===== config.mk =====
export PLATFORM = sky130hd
export DESIGN_NAME = stalr_div
export DESIGN_NICKNAME = d
export VERILOG_FILES = /design/src/hdl/stalr_pkg.sv /design/src/hdl/stalr_div.sv
export SDC_FILE = /design/constraint.sdc
export NUM_CORES = 1
export LEC_CHECK = 0
export BUFFER_PORTS_ARGS = -buffer_cell sky130_fd_sc_hd__buf_2
export CORE_ASPECT_RATIO = 0.8
export CORE_UTILIZATION = 60
export DETAILED_ROUTE_END_ITERATION = 12
export GPL_TIMING_DRIVEN = 0
export HOLD_SLACK_MARGIN = 0.05
export PLACE_DENSITY = 0.81
export SYNTH_ARGS = -nofsm -noshare
export SYNTH_HDL_FRONTEND = slang
export SYNTH_SLANG_ARGS = --single-unit
export TNS_END_PERCENT = 10

===== constraint.sdc =====
create_clock -name clk -period 10.2 [get_ports clk]
set_clock_uncertainty 0.2 [all_clocks]
set_input_delay 0.51 -clock clk [delete_from_list [all_inputs] [get_ports clk]]
set_output_delay 0.51 -clock clk [all_outputs]
set_load 0.01 [all_outputs]

===== src/hdl/stalr_pkg.sv =====
// Package: shared types and constants for the STA/LTA ratio core.
`timescale 1ns / 1ps
`default_nettype none
package stalr_pkg;
  localparam int SampleW = 24;
  localparam int MagW    = 23;
  localparam int ShortW  = 31;
  localparam int LongW   = 35;
  localparam int RatioW  = 16;
  localparam int CfgW    = 13;
  localparam int CfgIdxW = 2;

  typedef enum logic [CfgIdxW-1:0] {
    REG_STA_LENGTH = 2'd0,
    REG_LTA_LENGTH = 2'd1,
    REG_CHANNEL_ENABLE = 2'd2,
    REG_UNUSED = 2'd3
  } cfg_reg_t;

  localparam logic [8:0]  StaReset = 9'd32;
  localparam logic [12:0] LtaReset = 13'd1024;
  localparam logic [2:0]  EnaReset = 3'd7;
  localparam logic [RatioW-1:0] RatioOne = 16'd256;
  localparam logic [RatioW-1:0] RatioMax = 16'hFFFF;

  typedef struct packed {
    logic signed [SampleW-1:0] sample_x;
    logic signed [SampleW-1:0] sample_y;
    logic signed [SampleW-1:0] sample_z;
    logic                      history_ready;
  } in_word_t;

  typedef struct packed {
    logic [RatioW-1:0] ratio_x;
    logic [RatioW-1:0] ratio_y;
    logic [RatioW-1:0] ratio_z;
    logic [RatioW-1:0] ratio_combined;
    logic              no_channel_error;
  } out_word_t;

  // magnitude of a two's complement sample, most negative saturates
  function automatic logic [MagW-1:0] mag_of(input logic [SampleW-1:0] v);
    logic [SampleW-1:0] n;
    n = v[SampleW-1] ? (~v + 1'b1) : v;
    if (n[SampleW-1]) begin
      return {MagW{1'b1}};
    end
    return n[MagW-1:0];
  endfunction
endpackage
`default_nettype wire


===== src/hdl/stalr_div.sv =====
// Bit-serial restoring divider, one quotient bit per cycle, saturating.
`timescale 1ns / 1ps
`default_nettype none
module stalr_div (
  input  wire logic        clk,
  input  wire logic        rst,
  input  wire logic        start,
  input  wire logic [63:0] num,
  input  wire logic [63:0] den,
  output logic             done,
  output logic [15:0]      quo
);
  import stalr_pkg::*;

  logic [63:0] rem;
  logic [63:0] dreg;
  logic [63:0] nsh;
  logic [15:0] q;
  logic [6:0]  cnt;
  logic        busy;
  logic        sat;
  logic [64:0] trial;

  // quotient bits above 16 only flag saturation; compute 64 bits serially
  assign trial = {rem, nsh[63]};

  always_ff @(posedge clk) begin
    if (rst) begin
      busy <= 1'b0;
      done <= 1'b0;
      cnt  <= '0;
    end else begin
      done <= 1'b0;
      if (start) begin
        busy <= 1'b1;
        cnt  <= 7'd64;
        rem  <= '0;
        nsh  <= num;
        dreg <= den;
        q    <= '0;
        sat  <= 1'b0;
      end else if (busy) begin
        nsh <= {nsh[62:0], 1'b0};
        if (trial >= {1'b0, dreg}) begin
          rem <= 64'(trial - {1'b0, dreg});
          if (cnt > 7'd16) begin
            sat <= 1'b1;
          end
          q <= {q[14:0], 1'b1};
        end else begin
          rem <= trial[63:0];
          q <= {q[14:0], 1'b0};
        end
        cnt <= cnt - 7'd1;
        if (cnt == 7'd1) begin
          busy <= 1'b0;
          done <= 1'b1;
        end
      end
    end
  end

  assign quo = sat ? RatioMax : q;
endmodule
`default_nettype wire

### Word-level counts from Yosys, hierarchy flattened

Index checks and enable logic that the tools add are counted.

| cells by class | value |
|---|---|
| bitwise operators | 2 |
| $add $sub $neg | 2 |
| multiplexer cells | 16 |
| equality and inequality tests | 1 |
| order comparisons | 2 |
| reductions and logical operators | 8 |

Operators by type and width:

| kind | number |
|---|---|
| two-way mux 64 bit | 4 |
| greater-or-equal comparator 65 x 64 -> 1 bit | 1 |
| subtractor 64 bit | 1 |
| two-way mux 16 bit | 2 |
| two-way mux 7 bit | 2 |
| two-way mux 1 bit | 8 |
| == test 7 x 1 -> 1 bit (second input constant) | 1 |
| > comparator 7 x 5 -> 1 bit (second input constant) | 1 |
| subtractor 7 x 1 -> 7 bit (second input constant) | 1 |
| nonzero test 2 bit | 3 |
| AND reduction 2 bit | 2 |
| AND reduction 4 bit | 1 |
| OR reduction 3 bit | 1 |
| NOT 1 bit | 2 |
| OR reduction 2 bit | 1 |

| storage, ports and cells | value |
|---|---|
| word-level logic and storage cells | 40 |
| input bits | 131 |
| output and inout bits | 17 |
| register bits | 218 |

### Longest topological paths before layout

| depth | value |
|---|---|
| depth in word-level cells | 4 |
| mapped depth | 15 |
| depth with buffers taken out | 13 |

### Worst setup path after synthesis

Ideal clock, no wire load.

| timing path | value |
|---|---|
| path kind | input -> register |
| from | input start |
| to | register nsh[0] (enable) |
| path buffers | 2 |
| cell stages on the path | 4 |
| setup slack | 1,318 ps |
| setup time | 697 ps |
| data required time | 9,303 ps |
| arrival time | 7,985 ps |
| cells stage by stage | clkbuf_1 inv_1 buf_2 a21oi_1 |

| on the way | value |
|---|---|
| word-level cells in the longest chain between the ends | 2 |

RTL lines:

| item | line | source |
|---|---|---|
| start: declaration | stalr_div.sv:7 | `input wire logic start,` |
| nonzero test 2 bit (no line) | n/a |  |
| AND reduction 2 bit (no line) | n/a |  |
| end signal: assignment | stalr_div.sv:38 | `nsh <= num;` |
| end signal: assignment | stalr_div.sv:43 | `nsh <= {nsh[62:0], 1'b0};` |
| end: declaration | stalr_div.sv:17 | `logic [63:0] nsh;` |

No other way between the ends.
A chain may end at the register's enable or synchronous reset.

### Worst setup path after layout

| timing path | value |
|---|---|
| from | register rem[21] |
| to | register rem[51], data pin |

| on the way | value |
|---|---|
| word-level cells in the longest chain between the ends | 3 |
| elaborated cells between the ends (all ways) | 4 |
| those cells by class | add/sub (1); order compare (1); mux (2) |

RTL lines:

| item | line | source |
|---|---|---|
| start: declaration | stalr_div.sv:15 | `logic [63:0] rem;` |
| start signal: assignment | stalr_div.sv:45 | `rem <= 64'(trial - {1'b0, dreg});` |
| start signal: assignment | stalr_div.sv:51 | `rem <= trial[63:0];` |
| subtractor 64 bit or greater-or-equal comparator 65 x 64 -> 1 bit (tied branches) | stalr_div.sv:45, stalr_div.sv:44 |  |
| two-way mux 64 bit (*) | stalr_div.sv:44 | `if (trial >= {1'b0, dreg}) begin` |
| two-way mux 64 bit (*) | stalr_div.sv:42 | `end else if (busy) begin` |

Mark *: on every way between the ends. The rest lies on a longest branch, timed or not. The select of a mux whose other input is x is not followed.

==> flow_summary.yaml <==
outcome:
  status: "completed"
hold_path:
  worst_hold_path_type: "in2reg"
setup_path:
  critical_path_arrival_ps: 4160
  worst_path_max_delay_cell: "edfxtp_1"
  cp_max_fo: 10
  crit_chain: "ha_1 -> clkbuf_1 -> nand4_1 -> nor3_1 -> nand3_1 -> nor4_1 -> nand3_1 -> and4_1 -> clkbuf_1 -> clkbuf_1 -> buf_1 -> nand3_1 -> a21oi_1"
  path_class: "reg2reg"
  path_buf_inv: 4
  cp-end-kind: "flip-flop"
  crit_required_ps: 10250
  crit_path_start_kind: "flip-flop"
  path_delay_family: "simple AND/OR/NAND/NOR gates"
  critPathMaxStageDelay_ps: 410
layout:
  multiInputGateArea_um2: 6010
  drive_gt1_share_pct: 22.4
  design_area_um2: 15900
  fin_nets: 1688
  fillers: 1487
  area.sequential_um2: 6460
  area_delta_synth_final_pct: 20.3
synth:
  yosysTopAreaCellShare_pct: 47.5
  yosysSeqAreaShare_pct: 48.9
  avgSynthCellArea_um2: 10.6
  synth_cell_types: 77
  synthesis.nets: 1447
  ys_top_cells_by_area: "edfxtp_1 (48%), ha_1 (6.4%), mux2_2 (5.5%)"
  synth-edff-count: 209
  yosysWarnings: 0
  synthFlopType: "edfxtp_1"
  ys_ff_latch: 218
  ys_async_sr_fraction_pct: 0
  syn-instance-count: 1248
  netlist_area_um2: 13200
  yosys.area.top_type: "edfxtp_1"
floorplanning:
  row_count: 48
  io_pins: 148
  dieWidth_um: 168
  dieArea_um2: 22600
  core_area_um2: 21600
  initial_core_util_pct: 61.2
  die_h_um: 135
global_routing:
  overflow: 0
  grt_max_degree: 36
  use_met3_pct: 6.59
  grt_usage_pct: 31.0
  grt_pass1_wl_um: 55000
  grt-busiest-layer: "met2"
  grt_use_met1_pct: 43.2
  antenna_found_initial: 1
  met2_usage_pct: 49.2
  first_global_vias: 10600
clock_network:
  cts_tree: "done"
  numCtsBuffers: 23
  root_buffer: "clkbuf_16"
  clock_path_buffers: 3
  clk_pin_slew_ps: 70
  cts.repair.resized: 0
  cts_setup_buffers: 0
  clkLatencyLatePin_ps: 540
  hold_buffers: 64
  cts_max_level: 1
  clock_sinks: 218
placed_design:
  placed_cell_area_um2: 14400
  pre_cts_ws_ps: 6190
  hpwlAfterDp_um: 24100
  routabilityCongestion: 0.954
  portBuffers: 146
timing:
  relSlewSlack_pct: 37.1
  drv_slew: 0
  tightest_slew_ps: 941
  rsz0062_at_grt: "false"
  timing.final.crit_share_pct: 40.2
  period_minus_slack_ps: 4100
  setup_viol: 0
  max_freq_mhz: 244
  finalHoldViolations: 0
  setup-tns-final_ps: 0
  final.setup.worst_slack_ps: 6100
detailed_routing:
  vias: 10800
  drt_iter0_drc: 990
  viasPerCell: 6.08
  drt_pass1_iterations: 5
  antenna_left: 0
  drc: 0
  routed_wl_um: 34700
  routedWlPerCell_um: 19.4
power_and_ir_drop:
  p_per_area_nw_per_um2: 172
  ir_drop_uv: 169
  p_leak_nw: 6.36
job:
  max_cap_violations: 0
[logic make-up after synthesis]
logic type               synth area share (%)
AO/OA/AOI/OAI                            17.0
AND/OR/NAND/NOR                          12.7
flip-flops                               48.9
buffers and inverters                    5.67
adder cells (fa/ha/maj)                  6.50
multiplexers                             5.46
XOR/XNOR                                 3.78
[where the power goes]
group	total [mW]	switching, mW	internal (mW)
sequential	1.11	0.0336	1.07
clock	0.914	0.361	0.553
combinational	0.706	0.415	0.292
total	2.73	0.810	1.92
[through the flow]
stage | util (%) | hold slack, ps | total power, mW | instances
4_1_cts | 73.6 | 65.1 | 2.72 | 1781
6_report | 73.6 | 76.8 | 2.73 | 1782
3_3_place_gp | 66.2 | 277 | 1.78 | 1669
2_1_floorplan | - | 261 | 1.62 | 1248
3_5_place_dp | 66.9 | 297 | 1.79 | 1675
5_1_grt | 73.6 | 60.2 | 2.84 | 1781
[cells in the final DEF, fill, tap and decap left out, types with 21 or more instances in the layout]
cell type      synthesis  final
nor2b_1               21     21
nand3_1               70     70
o21ai_1               23     23
ha_1                  67     67
edfxtp_1             209    209
xor2_1                23     23
mux2_2                64     64
dlygate4sd3_1          0     64
inv_1                 88     88
o21ai_0               70     70
a21oi_1              126    125
xnor2_1               34     34
buf_2                 17    163
clkbuf_1              37     43
nand2_1               66     66
clkbuf_16              0     23
nand4_1               22     22
nor2_1                51     50
a21o_1                29     29
[flip-flops by register name, indices dropped and copies added (netlist names)]
name	cells
sat	1
q	16
rem	64
done	1
dreg	64
busy	1
cnt	7
nsh	64
[area by class of cell]
type                            instances  area share, %
Clock buffer                           30           3.85
Antenna cell                            1         0.0158
Multi-Input combinational cell        865           37.9
Tap cell                              275           2.17
Inverter                               88           2.08
Clock inverter                         12           1.26
Sequential cell                       218           40.7
Buffer                                 77           2.63
Timing Repair Buffer                  216           9.44
[worst paths after layout]
check           from  endpoint  slack, ps  depth (start not counted)
max          rem[21]   rem[51]       6100                         13
min          num[21]   nsh[21]         80                          2
max reg2reg  rem[21]   rem[51]       6100                         13
min reg2reg   cnt[1]    cnt[1]        320                          2
[synthesized netlist by cell type (9+ instances only)]
| cell | instances |
|---|---|
| and3_1 | 9 |
| nor2_1 | 51 |
| a31oi_1 | 9 |
| edfxtp_1 | 209 |
| nand4_1 | 22 |
| or2_2 | 18 |
| o21ai_0 | 70 |
| o21bai_1 | 9 |
| nor2b_1 | 21 |
| nor3_1 | 18 |
| clkbuf_1 | 37 |
| xnor2_1 | 34 |
| o21ai_1 | 23 |
| buf_2 | 17 |
| mux2_2 | 64 |
| xor2_1 | 23 |
| ha_1 | 67 |
| nand3_1 | 70 |
| inv_1 | 88 |
| dfxtp_1 | 9 |
| o21a_1 | 13 |
| a21o_1 | 29 |
| nand2_1 | 66 |
| a21oi_1 | 126 |
[routing by layer]
metal | part of all wire (%) | wire length, um | up-vias
li1 | - | - | 5098
met1 | 44 | 15300 | 5142
met2 | 45 | 15500 | 516
met3 | 8.5 | 2940 | 70
met4 | 2.5 | 856 | 2
met5 | 0.029 | 10 | -
Power figures use the tool's default switching activity.
